File: config.mk
export PLATFORM = sky130hd
export DESIGN_NAME = int128_literal_parser_core
export DESIGN_NICKNAME = d
export VERILOG_FILES = /design/src/rtl/ilp_pkg.sv /design/src/rtl/ilp_front.sv /design/src/rtl/ilp_queue.sv /design/src/rtl/ilp_back.sv /design/src/rtl/int128_literal_parser_core.sv
export SDC_FILE = /design/constraint.sdc
export NUM_CORES = 1
export LEC_CHECK = 0
export BUFFER_PORTS_ARGS = -buffer_cell sky130_fd_sc_hd__buf_4
export CAP_MARGIN = 5
export CORE_MARGIN = 3
export CORE_UTILIZATION = 45
export DETAILED_ROUTE_END_ITERATION = 10
export GPL_TIMING_DRIVEN = 0
export PLACE_DENSITY = 0.61
export SLEW_MARGIN = 25
export SYNTH_ARGS = -nofsm -noshare
export SYNTH_HDL_FRONTEND = slang
export SYNTH_SLANG_ARGS = --single-unit
File: constraint.sdc
create_clock -name clock -period 8.7 [get_ports clock]
set_clock_uncertainty 0.15 [all_clocks]
set_input_delay 0.435 -clock clock [delete_from_list [all_inputs] [get_ports clock]]
set_output_delay 0.435 -clock clock [all_outputs]
set_load 0.01 [all_outputs]
File: src/rtl/ilp_pkg.sv
`default_nettype none

package ilp_pkg;

   localparam int unsigned CharWidth   = 8;
   localparam int unsigned WordWidth   = 64;
   localparam int unsigned AccWidth    = 2 * WordWidth;
   localparam int unsigned DigitWidth  = 4;
   localparam int unsigned StatusWidth = 2;
   localparam int unsigned NullLength  = 7;
   localparam int unsigned QueueDepth  = 2;

   typedef enum logic [1:0] {
      RADIX_DEC = 2'd0,
      RADIX_OCT = 2'd1,
      RADIX_HEX = 2'd2
   } radix_type;

   typedef enum logic [StatusWidth-1:0] {
      STATUS_OK        = 2'd0,
      STATUS_BAD_DIGIT = 2'd1,
      STATUS_LONE_SIGN = 2'd2
   } status_type;

   // One classified character, handed from the front end to the accumulator.
   typedef struct packed {
      logic                  acc_en;
      radix_type             radix;
      logic [DigitWidth-1:0] digit;
      logic                  last;
      logic                  zero_out;
      logic                  negate;
      status_type            status;
   } cmd_type;

   // Characters of the keyword that parses as zero, by position.
   function automatic logic [CharWidth-1:0] null_char(input logic [2:0] pos);
      logic [CharWidth-1:0] ch;
      unique case (pos)
         3'd0: ch = "n";
         3'd1: ch = "u";
         3'd2: ch = "l";
         3'd3: ch = "l";
         3'd4: ch = "p";
         3'd5: ch = "t";
         3'd6: ch = "r";
         default: ch = 8'hFF;
      endcase
      return ch;
   endfunction

endpackage

`default_nettype wire

File: src/rtl/ilp_front.sv
`default_nettype none

module ilp_front (
   input  wire logic                          clock,
   input  wire logic                          reset,
   input  wire logic                          take,
   input  wire logic [ilp_pkg::CharWidth-1:0] char_code,
   input  wire logic                          last_char,
   output ilp_pkg::cmd_type                   cmd
);
   import ilp_pkg::*;

   typedef enum logic [2:0] {
      PH_START  = 3'd0,
      PH_SIGN   = 3'd1,
      PH_ZERO   = 3'd2,
      PH_DIGITS = 3'd3,
      PH_HEX0   = 3'd4
   } phase_type;

   phase_type  phase_ff, phase_in;
   radix_type  radix_ff, radix_in;
   status_type err_ff, err_in;
   logic       neg_ff, neg_in;
   logic [2:0] pos_ff, pos_in;
   logic       alive_ff, alive_in;

   logic                  is_digit;
   logic [DigitWidth-1:0] dval;
   logic                  digit_ok;
   logic                  take_digit;
   radix_type             radix_eff;
   logic                  null_ok;
   logic                  acc_en;

   always_comb begin
      is_digit = 1'b1;
      dval     = '0;
      if (char_code >= "0" && char_code <= "9") begin
         dval = DigitWidth'(char_code - "0");
      end else if (char_code >= "a" && char_code <= "f") begin
         dval = DigitWidth'(char_code - "a" + 8'd10);
      end else if (char_code >= "A" && char_code <= "F") begin
         dval = DigitWidth'(char_code - "A" + 8'd10);
      end else begin
         is_digit = 1'b0;
      end
   end

   always_comb begin
      phase_in   = phase_ff;
      radix_in   = radix_ff;
      err_in     = err_ff;
      neg_in     = neg_ff;
      radix_eff  = radix_ff;
      take_digit = 1'b0;
      acc_en     = 1'b0;

      if (alive_ff && pos_ff < 3'(NullLength) && char_code == null_char(pos_ff)) begin
         pos_in   = pos_ff + 3'd1;
         alive_in = alive_ff;
      end else begin
         pos_in   = pos_ff;
         alive_in = 1'b0;
      end

      unique case (phase_ff)
         PH_ZERO: begin
            if (char_code == "x" || char_code == "X") begin
               radix_in = RADIX_HEX;
               phase_in = PH_HEX0;
            end else begin
               radix_in   = RADIX_OCT;
               radix_eff  = RADIX_OCT;
               take_digit = 1'b1;
               phase_in   = PH_DIGITS;
            end
         end
         PH_DIGITS, PH_HEX0: begin
            take_digit = 1'b1;
            phase_in   = PH_DIGITS;
         end
         PH_SIGN: begin
            if (char_code == "0") begin
               phase_in = PH_ZERO;
            end else begin
               take_digit = 1'b1;
               phase_in   = PH_DIGITS;
            end
         end
         default: begin
            if (char_code == "+" || char_code == "-") begin
               neg_in   = (char_code == "-");
               phase_in = PH_SIGN;
               if (last_char) begin
                  err_in = STATUS_LONE_SIGN;
               end
            end else if (char_code == "0") begin
               phase_in = PH_ZERO;
            end else begin
               take_digit = 1'b1;
               phase_in   = PH_DIGITS;
            end
         end
      endcase

      unique case (radix_eff)
         RADIX_HEX: digit_ok = is_digit;
         RADIX_OCT: digit_ok = is_digit && dval < DigitWidth'(8);
         default:   digit_ok = is_digit && dval < DigitWidth'(10);
      endcase

      if (take_digit && err_ff == STATUS_OK) begin
         if (digit_ok) begin
            acc_en = 1'b1;
         end else begin
            err_in = STATUS_BAD_DIGIT;
         end
      end

      null_ok = alive_in && pos_in == 3'(NullLength);

      cmd.acc_en   = acc_en;
      cmd.radix    = radix_eff;
      cmd.digit    = dval;
      cmd.last     = last_char;
      cmd.zero_out = null_ok || err_in != STATUS_OK;
      cmd.negate   = neg_in && !(null_ok || err_in != STATUS_OK);
      cmd.status   = null_ok ? STATUS_OK : err_in;
   end

   always_ff @(posedge clock) begin
      if (reset) begin
         phase_ff <= PH_START;
         radix_ff <= RADIX_DEC;
         err_ff   <= STATUS_OK;
         neg_ff   <= 1'b0;
         pos_ff   <= '0;
         alive_ff <= 1'b1;
      end else if (take) begin
         if (last_char) begin
            // Every literal starts from a clean state.
            phase_ff <= PH_START;
            radix_ff <= RADIX_DEC;
            err_ff   <= STATUS_OK;
            neg_ff   <= 1'b0;
            pos_ff   <= '0;
            alive_ff <= 1'b1;
         end else begin
            phase_ff <= phase_in;
            radix_ff <= radix_in;
            err_ff   <= err_in;
            neg_ff   <= neg_in;
            pos_ff   <= pos_in;
            alive_ff <= alive_in;
         end
      end
   end

endmodule

`default_nettype wire

File: src/rtl/ilp_queue.sv
`default_nettype none

module ilp_queue (
   input  wire logic             clock,
   input  wire logic             reset,
   input  wire logic             push,
   input  wire ilp_pkg::cmd_type push_data,
   output logic                  full,
   input  wire logic             pop,
   output logic                  head_valid,
   output ilp_pkg::cmd_type      head_data
);
   import ilp_pkg::*;

   localparam int unsigned PtrWidth = $clog2(QueueDepth);

   cmd_type               slot_ff [QueueDepth];
   logic [PtrWidth-1:0]   wr_ptr_ff;
   logic [PtrWidth-1:0]   rd_ptr_ff;
   logic [PtrWidth:0]     count_ff;

   assign full       = count_ff == (PtrWidth+1)'(QueueDepth);
   assign head_valid = count_ff != '0;
   assign head_data  = slot_ff[rd_ptr_ff];

   always_ff @(posedge clock) begin
      if (push) begin
         slot_ff[wr_ptr_ff] <= push_data;
      end
   end

   always_ff @(posedge clock) begin
      if (reset) begin
         wr_ptr_ff <= '0;
         rd_ptr_ff <= '0;
         count_ff  <= '0;
      end else begin
         if (push) begin
            wr_ptr_ff <= wr_ptr_ff + PtrWidth'(1);
         end
         if (pop) begin
            rd_ptr_ff <= rd_ptr_ff + PtrWidth'(1);
         end
         if (push && !pop) begin
            count_ff <= count_ff + (PtrWidth+1)'(1);
         end else if (pop && !push) begin
            count_ff <= count_ff - (PtrWidth+1)'(1);
         end
      end
   end

endmodule

`default_nettype wire

File: src/rtl/ilp_back.sv
`default_nettype none

module ilp_back (
   input  wire logic                          clock,
   input  wire logic                          reset,
   input  wire logic                          head_valid,
   input  wire ilp_pkg::cmd_type              head_data,
   output logic                               pop,
   output logic                               rsp_valid,
   input  wire logic                          rsp_ready,
   output logic [ilp_pkg::WordWidth-1:0]      rsp_value_low,
   output logic [ilp_pkg::WordWidth-1:0]      rsp_value_high,
   output logic [ilp_pkg::StatusWidth-1:0]    rsp_status
);
   import ilp_pkg::*;

   logic [AccWidth-1:0] acc_ff;
   logic [AccWidth-1:0] acc_in;
   logic [AccWidth-1:0] term_a;
   logic [AccWidth-1:0] term_b;

   logic                fin_valid_ff;
   logic [AccWidth-1:0] fin_value_ff;
   logic                fin_negate_ff;
   status_type          fin_status_ff;

   logic                out_valid_ff;
   logic [AccWidth-1:0] out_value_ff;
   status_type          out_status_ff;

   logic out_free;
   logic fin_free;
   logic fin_move;

   assign out_free = !out_valid_ff || rsp_ready;
   assign fin_move = fin_valid_ff && out_free;
   assign fin_free = !fin_valid_ff || out_free;
   // Only the last character of a literal needs room in the finish stage.
   assign pop      = head_valid && (!head_data.last || fin_free);

   // Base multiply as shifts: 16 = 1<<4, 8 = 1<<3, 10 = (1<<3) + (1<<1).
   always_comb begin
      unique case (head_data.radix)
         RADIX_HEX: begin
            term_a = acc_ff << 4;
            term_b = '0;
         end
         RADIX_OCT: begin
            term_a = acc_ff << 3;
            term_b = '0;
         end
         default: begin
            term_a = acc_ff << 3;
            term_b = acc_ff << 1;
         end
      endcase
      if (head_data.acc_en) begin
         acc_in = term_a + term_b + AccWidth'(head_data.digit);
      end else begin
         acc_in = acc_ff;
      end
   end

   always_ff @(posedge clock) begin
      if (reset) begin
         acc_ff       <= '0;
         fin_valid_ff <= 1'b0;
         out_valid_ff <= 1'b0;
      end else begin
         if (pop) begin
            acc_ff <= head_data.last ? '0 : acc_in;
         end

         if (pop && head_data.last) begin
            fin_valid_ff <= 1'b1;
         end else if (fin_move) begin
            fin_valid_ff <= 1'b0;
         end

         if (fin_move) begin
            out_valid_ff <= 1'b1;
         end else if (rsp_ready) begin
            out_valid_ff <= 1'b0;
         end
      end
   end

   always_ff @(posedge clock) begin
      if (pop && head_data.last) begin
         fin_value_ff  <= head_data.zero_out ? '0 : acc_in;
         fin_negate_ff <= head_data.negate;
         fin_status_ff <= head_data.status;
      end
      if (fin_move) begin
         out_value_ff  <= fin_negate_ff ? (~fin_value_ff + AccWidth'(1)) : fin_value_ff;
         out_status_ff <= fin_status_ff;
      end
   end

   assign rsp_valid      = out_valid_ff;
   assign rsp_value_low  = out_value_ff[WordWidth-1:0];
   assign rsp_value_high = out_value_ff[AccWidth-1:WordWidth];
   assign rsp_status     = out_status_ff;

endmodule

`default_nettype wire

File: src/rtl/int128_literal_parser_core.sv
// Integer literal parser with a 128-bit two's-complement result.
// The req channel carries one character per item (req_char_code) and a
// req_last_char mark on the final character of a literal. A literal may
// start with a sign, then 0x/0X for hex or a leading 0 for octal; the exact
// text "nullptr" also parses as zero. Only the last character of a literal
// produces an item on the rsp channel: the value split into two 64-bit words
// and a status (ok, invalid digit for the base, sign without digits). On an
// error the value is zero.
// One character is accepted per cycle when nothing stalls. The front end
// tracks phase, base, sign and the keyword match and pushes one command per
// character into a two-entry queue; the back end does one 128-bit
// multiply-by-base-and-add per cycle while it may pop. A literal's last
// character passes through the queue, the finish stage and the negate and
// output register. When the rsp side stalls, the output register, the finish
// stage and the queue fill in turn and req_ready then drops; no item is lost.
// Synchronous reset returns the parser to the start of a literal and
// discards any queued characters and pending result.
`default_nettype none

module int128_literal_parser_core (
   input  wire logic                          clock,
   input  wire logic                          reset,
   input  wire logic                          req_valid,
   output logic                               req_ready,
   input  wire logic [ilp_pkg::CharWidth-1:0] req_char_code,
   input  wire logic                          req_last_char,
   output logic                               rsp_valid,
   input  wire logic                          rsp_ready,
   output logic [ilp_pkg::WordWidth-1:0]      rsp_value_low,
   output logic [ilp_pkg::WordWidth-1:0]      rsp_value_high,
   output logic [ilp_pkg::StatusWidth-1:0]    rsp_status
);
   import ilp_pkg::*;

   logic    queue_full;
   logic    take;
   cmd_type front_cmd;
   logic    head_valid;
   cmd_type head_data;
   logic    pop;

   assign req_ready = !queue_full;
   assign take      = req_valid && !queue_full;

   ilp_front u_front (
      .clock     (clock),
      .reset     (reset),
      .take      (take),
      .char_code (req_char_code),
      .last_char (req_last_char),
      .cmd       (front_cmd)
   );

   ilp_queue u_queue (
      .clock      (clock),
      .reset      (reset),
      .push       (take),
      .push_data  (front_cmd),
      .full       (queue_full),
      .pop        (pop),
      .head_valid (head_valid),
      .head_data  (head_data)
   );

   ilp_back u_back (
      .clock          (clock),
      .reset          (reset),
      .head_valid     (head_valid),
      .head_data      (head_data),
      .pop            (pop),
      .rsp_valid      (rsp_valid),
      .rsp_ready      (rsp_ready),
      .rsp_value_low  (rsp_value_low),
      .rsp_value_high (rsp_value_high),
      .rsp_status     (rsp_status)
   );

endmodule

`default_nettype wire

==> impl_metrics.tcl, run 1 <==
set metrics [dict create \
    drtIter0Drc 2556 \
    nNetsFinal 3878 \
    vias_per_cell 5.94 \
    yosysWarnings 0 \
    ys.flop_type "edfxtp_1" \
    leakagePower_nw 13.5 \
    cts_root_buffer "clkbuf_16" \
    drtAntennaViolNets 0 \
    asyncSetResetFlopFracSynth_pct 0 \
    synth_area_sq_um 30900 \
    vdd_ir_drop_max_mv 0.117 \
    critPathCaptureType "flip-flop" \
    crit_fanout 10 \
    final-max-slew-violation-count 0 \
    drive_above_1_share_pct 11.3 \
    clock_path_buffers 3 \
    ys_types 76 \
    rsz0062_at_grt "false" \
    core-area_sq_um 67600 \
    die-area_sq_um 71900 \
    ys_seq_elements 432 \
    crit_type "reg2reg" \
    overflow 0 \
    max_slew.worst_pin.slew_ns 1.10 \
    grt_start_max_net_pins 29 \
    drcViolationCount 0 \
    finalPower_mw 7.86 \
    seq_area_sq_um 11500 \
    die_y_microns 268 \
    synth_top_area_cell "edfxtp_1" \
    grt_pass1_wl_microns 150000 \
    path_clk_slew_ns 0.06 \
    ys_top_cells_by_area "edfxtp_1, ha_1, dfxtp_1" \
    min_path_type "in2reg" \
    io_buffers 142 \
    cap_viol_max_count 0 \
    relSlewSlack_pct 26.3 \
    first_pass_iters 5 \
    ios 145 \
    worstSetupStartpointType "flip-flop" \
    numCtsBuffers 51 \
    initial_utilization_pct 45.7 \
    fillers 6319 \
    synth.top_cell.area_share_pct 27.7 \
    arrival_ns 8.52 \
    wl_microns 99700 \
    outcome "completed" \
    via_count 26900 \
    powerDensity_nw_per_um2 224 \
    antenna_found_initial 9 \
    multi_input_area_sq_um 18400 \
    syn_avg_cell_area_sq_um 9.10 \
    rows 95 \
    period_needed_ns 8.35 \
    htree_num_levels 2 \
    clock-sinks 432 \
    syn2layout_area_growth_pct 13.5 \
    seq_area_frac_synth_pct 37.2 \
    grt_usage_pct 27.1 \
    cts_tree "yes" \
    period_share_pct 96.0 \
    fmax_mhz 120 \
    worstSkewPairLatency_ns 0.62 \
    die_w_microns 268 \
    setup_violations 0 \
    synth_edf_count 285 \
    required_ns 8.87 \
    regToRegSetupSlack_ns 0.35 \
    gp_congestion 0.989 \
    grt_pass1_vias 25000 \
    syn_inst 3397 \
    wire_per_inst_microns 22.0 \
    hold_viol 0 \
    synth_fp_nets 3673 \
    dpl.hpwl_microns 78600 \
    holdWs_ns 0.0360 \
]
synth_stat cells (29+ instances only):
cell type / n
a211oi_1: 62
xor2_1: 52
mux2_2: 134
dfxtp_1: 147
a22oi_1: 52
edfxtp_1: 285
nor3_1: 50
a22o_1: 54
nand3_1: 32
o31ai_1: 49
o21ai_0: 154
nand4_1: 71
a21oi_1: 329
ha_1: 261
and2_1: 136
clkbuf_1: 189
xnor2_1: 207
o41ai_1: 29
nor2_1: 280
o21bai_1: 37
nand2_1: 364
a21o_1: 53
inv_1: 62
cell type report:
cell class / count / area share (%)
timing repair buffer: 155 / 3.89
multi-input combinational: 2693 / 52.5
sequential: 432 / 32.8
inverter: 63 / 0.674
clock inverter: 37 / 1.03
antenna: 4 / 0.0285
tap: 873 / 3.11
clock buffer: 58 / 3.71
buffer: 206 / 2.25
worst paths after layout:
| path | startpoint | end | cells after the start |
|---|---|---|---|
| setup / recovery | flip-flop | u_back.fin_value_ff[127]$_SDFFCE_PP0P_ | 20 |
| hold / removal | rsp_ready | u_back.rsp_valid$_SDFFE_PP0P_ | 4 |
| setup reg to reg | flip-flop | u_back.fin_value_ff[127]$_SDFFCE_PP0P_ | 20 |
| hold reg to reg | u_back.fin_status_ff[1]$_DFFE_PP_ | u_back.rsp_status[1]$_DFFE_PP_ | 0 |
per-layer routing:
layer,track usage (%),share of wire (%),vias up
met2,41.0,42,944
met1,39.8,47,12900
met3,5.04,8.3,134
met5,0,0,-
met4,7.15,2.7,0
li1,-,-,12900
where the power goes:
group	internal (mW)	switching, mW	total (mW)
clock	1.23	0.895	2.13
sequential	2.72	0.244	2.96
combinational	0.886	1.89	2.78
total	4.83	3.03	7.86
registers in the layout, indices dropped and copies added, names as in the netlist, 2 cells and up, named ones only:
signal / cells
u_front.phase_ff: 3
u_front.radix_ff: 2
u_back.fin_value_ff: 128
u_front.pos_ff: 3
u_back.acc_ff: 128
u_back.out_value_ff: 128
u_queue.slot_ff: 24
u_back.rsp_status: 2
u_back.fin_status_ff: 2
u_front.err_ff: 2
u_queue.count_ff: 2
cell families after synthesis:
family | count (synthesis) | synth area share (%)
adders and majority gates | 263 | 10.7
DFF | 432 | 37.2
AOI/OAI and AO/OA | 936 | 19.4
xor gates and xnor gates | 259 | 7.34
muxes | 142 | 5.14
buffers and inverters | 272 | 3.34
and+or+nand+nor | 1093 | 16.9
metrics by stage:
step           cell area (sq um)  TNS [ns]  worst slack, ns  util (%)  cells
4_1_cts                    35100         0            0.150      51.8   4518
3_3_place_gp               33100   -371.68            -1.75      48.9   4412
3_5_place_dp               33400     -1.68           -0.721      49.4   4424
5_1_grt                    35100         0           0.0371      51.9   4517
2_1_floorplan              30900         0             1.34         -   3397
6_report                   35100         0            0.348      51.9   4521
cells in the final DEF (no fill, tap or decap), types with 54 or more instances in the layout:
cell type  instances
xnor2_1          207
dfxtp_1          147
and2_1           136
ha_1             260
mux2_2           134
edfxtp_1         285
nor2_1           278
a22o_1            54
a21oi_1          329
nand2_1          364
a211oi_1          60
buf_4            142
inv_1             62
o21ai_0          154
clkbuf_1         190
nand4_1           71
repair_timing:
action / in CTS / in global routing
setup endpoints to repair: 10 / 4
setup buffers: 0 / 0
endpoints found under the hold margin: 2 / 0
cloned: 0 / 0
hold buffers: 1 / 0
resized for setup: 3 / 2
critical path, stage by stage (launching register included):
cell	delay [ns]
dfxtp_1	0.40
clkbuf_1	0.49
mux2i_1	0.27
ha_2	0.48
clkbuf_2	0.48
clkbuf_1	0.55
mux2_2	0.42
ha_1	0.28
ha_1	0.35
o21ai_0	0.09
o21ai_0	0.22
o211ai_1	0.31
o211ai_1	0.47
a31oi_1	0.30
o221ai_1	0.71
a21oi_1	0.26
o21a_1	0.34
o41ai_1	0.69
xnor2_1	0.22
nor2_1	0.06
nor3_1	0.50
Note: power is estimated with default switching activity, not from simulation.
==> run 2, diff against run 1 <==
--- a/config.mk
+++ b/config.mk
@@ -5,6 +5,7 @@
 export SDC_FILE = /design/constraint.sdc
 export NUM_CORES = 1
 export LEC_CHECK = 0
+export ABC_AREA = 1
 export BUFFER_PORTS_ARGS = -buffer_cell sky130_fd_sc_hd__buf_4
 export CAP_MARGIN = 5
 export CORE_MARGIN = 3
==> run 2 against run 1 <==
Effect of this change: sequential share of layout area fell by 6.2 points; via count up 50%; count of clock-buffer cells in the layout increased by 10; first-iteration DRC count grew 82%; setup slack better by 0.62 ns; synthesized area increased by 26%; non-clock buffer count fell by 62; cell count rose by 71%; sequential power is 21% higher; largest cell class unchanged; synthesized cell count is 87% higher.
==> impl_metrics.tcl, run 2 <==
set metrics [dict create \
    asyncSetResetFlopFracSynth_pct 0 \
    arrival_ns 7.93 \
    die_y_microns 300 \
    finalPower_mw 12.0 \
    fmax_mhz 129 \
    ys.flop_type "edfxtp_1" \
    synth-xor-area-share_pct 4.30 \
    overflow 0 \
    wl_microns 159000 \
    yosysWarnings 0 \
    hold_depth 4 \
    synthMuxAreaShare_pct 0.0257 \
    top_regs "u_back.acc_ff: 128 flops, u_back.fin_value_ff: 128 flops, u_back.out_value_ff: 128 flops" \
    pwr-share-comb_pct 52.8 \
    n_antenna_cell 0 \
    clock_power_share_pct 17.4 \
    p_seq_share_pct 29.8 \
    ios 145 \
    synth_top_family_by_area "simple AND/OR/NAND/NOR gates" \
    final-max-slew-violation-count 0 \
    hold_viol 0 \
    syn_avg_cell_area_sq_um 6.12 \
    path_clk_slew_ns 0.06 \
    cts_tree "yes" \
    worstSkewPairLatency_ns 0.62 \
    max_slew.worst_pin.slew_ns 1.23 \
    cts_root_buffer "clkbuf_16" \
    drtIter0Drc 4641 \
    antenna_found_initial 3 \
    grt_usage_pct 34.5 \
    layout_commonest_cell "nand2_1" \
    grt_start_max_net_pins 107 \
    ys_seq_elements 432 \
    via_count 40200 \
    period_share_pct 88.8 \
    clock-sinks 432 \
    drive_above_1_share_pct 4.31 \
    rsz0062_at_grt "false" \
    worstSetupStartpointType "flip-flop" \
    required_ns 8.90 \
    critPathCaptureType "flip-flop" \
    wire_per_inst_microns 20.6 \
    ys_top_cells_by_count "nand2_1, inv_1, nor2_1, nand3_1, edfxtp_1" \
    switchingPower_mw 6.11 \
    first_pass_iters 6 \
    rows 107 \
    io_buffers 143 \
    ys_types 48 \
    synthSimpleGateAreaFrac_pct 35.4 \
    leakagePower_nw 21.9 \
    setup_violations 0 \
    synth_adder_area_share_pct 8.49 \
    initial_utilization_pct 45.5 \
    drcViolationCount 0 \
    synth_top_area_cell "edfxtp_1" \
    min_path_type "in2reg" \
    core-area_sq_um 85500 \
    outcome "completed" \
    post_cts_buffers 0 \
    drtAntennaViolNets 0 \
    die_w_microns 300 \
    final_cell_mix "nand2_1, inv_1, nor2_1" \
    swShare_pct 50.7 \
    seq_area_frac_synth_pct 29.5 \
    crit_fanout 10 \
    nNetsFinal 6844 \
    powerDensity_nw_per_um2 278 \
    die-area_sq_um 90100 \
    grt_pass1_wl_microns 230000 \
    synth_fp_nets 6640 \
    grt_pass1_vias 36000 \
    htree_num_levels 2 \
    ys_top_cells_by_area "edfxtp_1, nand2_1, inv_1" \
    holdWs_ns 0.123 \
    rr_worst_depth 22 \
    numCtsBuffers 49 \
    dpl.hpwl_microns 137000 \
    vias_per_cell 5.18 \
    synth-compound-area-share_pct 7.67 \
    syn_inst 6364 \
    syn2layout_area_growth_pct 11.3 \
    crit_type "reg2reg" \
    synth_edf_count 285 \
    synth.top_cell.area_share_pct 22.0 \
    synth_area_sq_um 38900 \
    synth_most_common_cell "nand2_1" \
    gp_congestion 1.08 \
    fin_setup_tns_ns 0 \
    cap_viol_max_count 0 \
    clock_path_buffers 3 \
    vdd_ir_drop_max_mv 0.231 \
    period_needed_ns 7.73 \
    intPower_mw 5.93 \
    relSlewSlack_pct 17.4 \
]
-- run 2: cell types whose count changed in the layout (fill, tap and decap cells not counted), sizes merged, moves of 54 or more --
cell / before / now
a22o: 54 / 0
xnor2: 207 / 42
xor2: 52 / 149
mux2: 134 / 0
nand2: 364 / 2215
nor2: 281 / 668
clkbuf: 245 / 191
o21ai: 155 / 241
and2: 136 / 9
a21oi: 329 / 236
nand3: 33 / 320
a211oi: 62 / 0
inv: 67 / 1370
-- run 2: power by group through the flow --
stage          clock [mW]  sequential, mW  combinational [mW]
6_report             2.10            3.59                6.35
3_5_place_dp            0            3.61                6.14
2_1_floorplan           0            3.53                3.56
5_1_grt              2.21            3.64                6.83
4_1_cts              2.13            3.56                6.16
3_3_place_gp            0            3.69                6.03
-- run 2: worst max-delay path: stages, from the launching register on --
cell and delay (ns):
dfxtp_1 0.37, buf_1 0.44, mux2i_1 0.26, ha_1 0.51, clkbuf_1 0.69, buf_1 0.63
clkbuf_1 0.86, a21oi_1 0.22, ha_1 0.33, ha_1 0.37, nand2_1 0.09, nor2_1 0.37
nand3_1 0.13, nand3_1 0.31, nand2_1 0.09, nand2_1 0.21, nand2_1 0.09, nand2_1 0.33
nand2_1 0.24, nand3_1 0.14, nand3_1 0.34, nand2_1 0.22, nor2_1 0.05
-- run 2: final cells by class --
type                       count  area, sq um
fill                        9191        42200
tap                         1144         1430
buffer                       146          556
inverter                    1363         5120
multi-input combinational   4423        21800
clock buffer                  68         1380
sequential                   432        11500
timing repair buffer         153         1300
clock inverter                24          258
-- run 2: cells by family (layout without fill, tap and decap cells) --
logic type               Yosys count  after routing
buffers and inverters           1509           1754
flip-flops                       432            432
AND/OR/NAND/NOR                 3410           3410
AO/OA/AOI/OAI                    558            558
XOR/XNOR                         191            191
adder cells (fa/ha/maj)          263            263
multiplexers                       1              1
-- run 2: repair_timing --
action                     in CTS  in global routing
hold buffers                    2                  0
hold endpoints to repair        3                  0
setup endpoints to repair       0                  0
gates resized for setup         0                  0
-- run 2: worst paths after layout --
path | startpoint | endpoint | slack [ns]
max | flip-flop | u_back.fin_value_ff[117]$_SDFFCE_PP0P_ | 0.97
min | req_valid | u_front.err_ff[1]$_SDFFE_PP0P_ | 0.12
max reg2reg | flip-flop | u_back.fin_value_ff[117]$_SDFFCE_PP0P_ | 0.97
min reg2reg | u_back.fin_status_ff[0]$_DFFE_PP_ | u_back.rsp_status[0]$_DFFE_PP_ | 0.28
-- run 2: through the flow --
| step | std cells | setup WS, ns | util, % | area (sq um) |
|---|---|---|---|---|
| 6_report | 7753 | 0.970 | 50.7 | 43300 |
| 5_1_grt | 7753 | 0.677 | 50.7 | 43300 |
| 4_1_cts | 7753 | 1.15 | 50.7 | 43300 |
| 3_5_place_dp | 7659 | 1.17 | 48.7 | 41700 |
| 3_3_place_gp | 7651 | -1.10 | 48.5 | 41500 |
| 2_1_floorplan | 6364 | 1.19 | - | 38900 |
-- run 2: metal layers --
metal,share of wire (%),GRT usage [%]
met1,45,50.6
met3,9.9,5.57
met4,4.5,13.8
met2,40,50.3
met5,0.0075,0
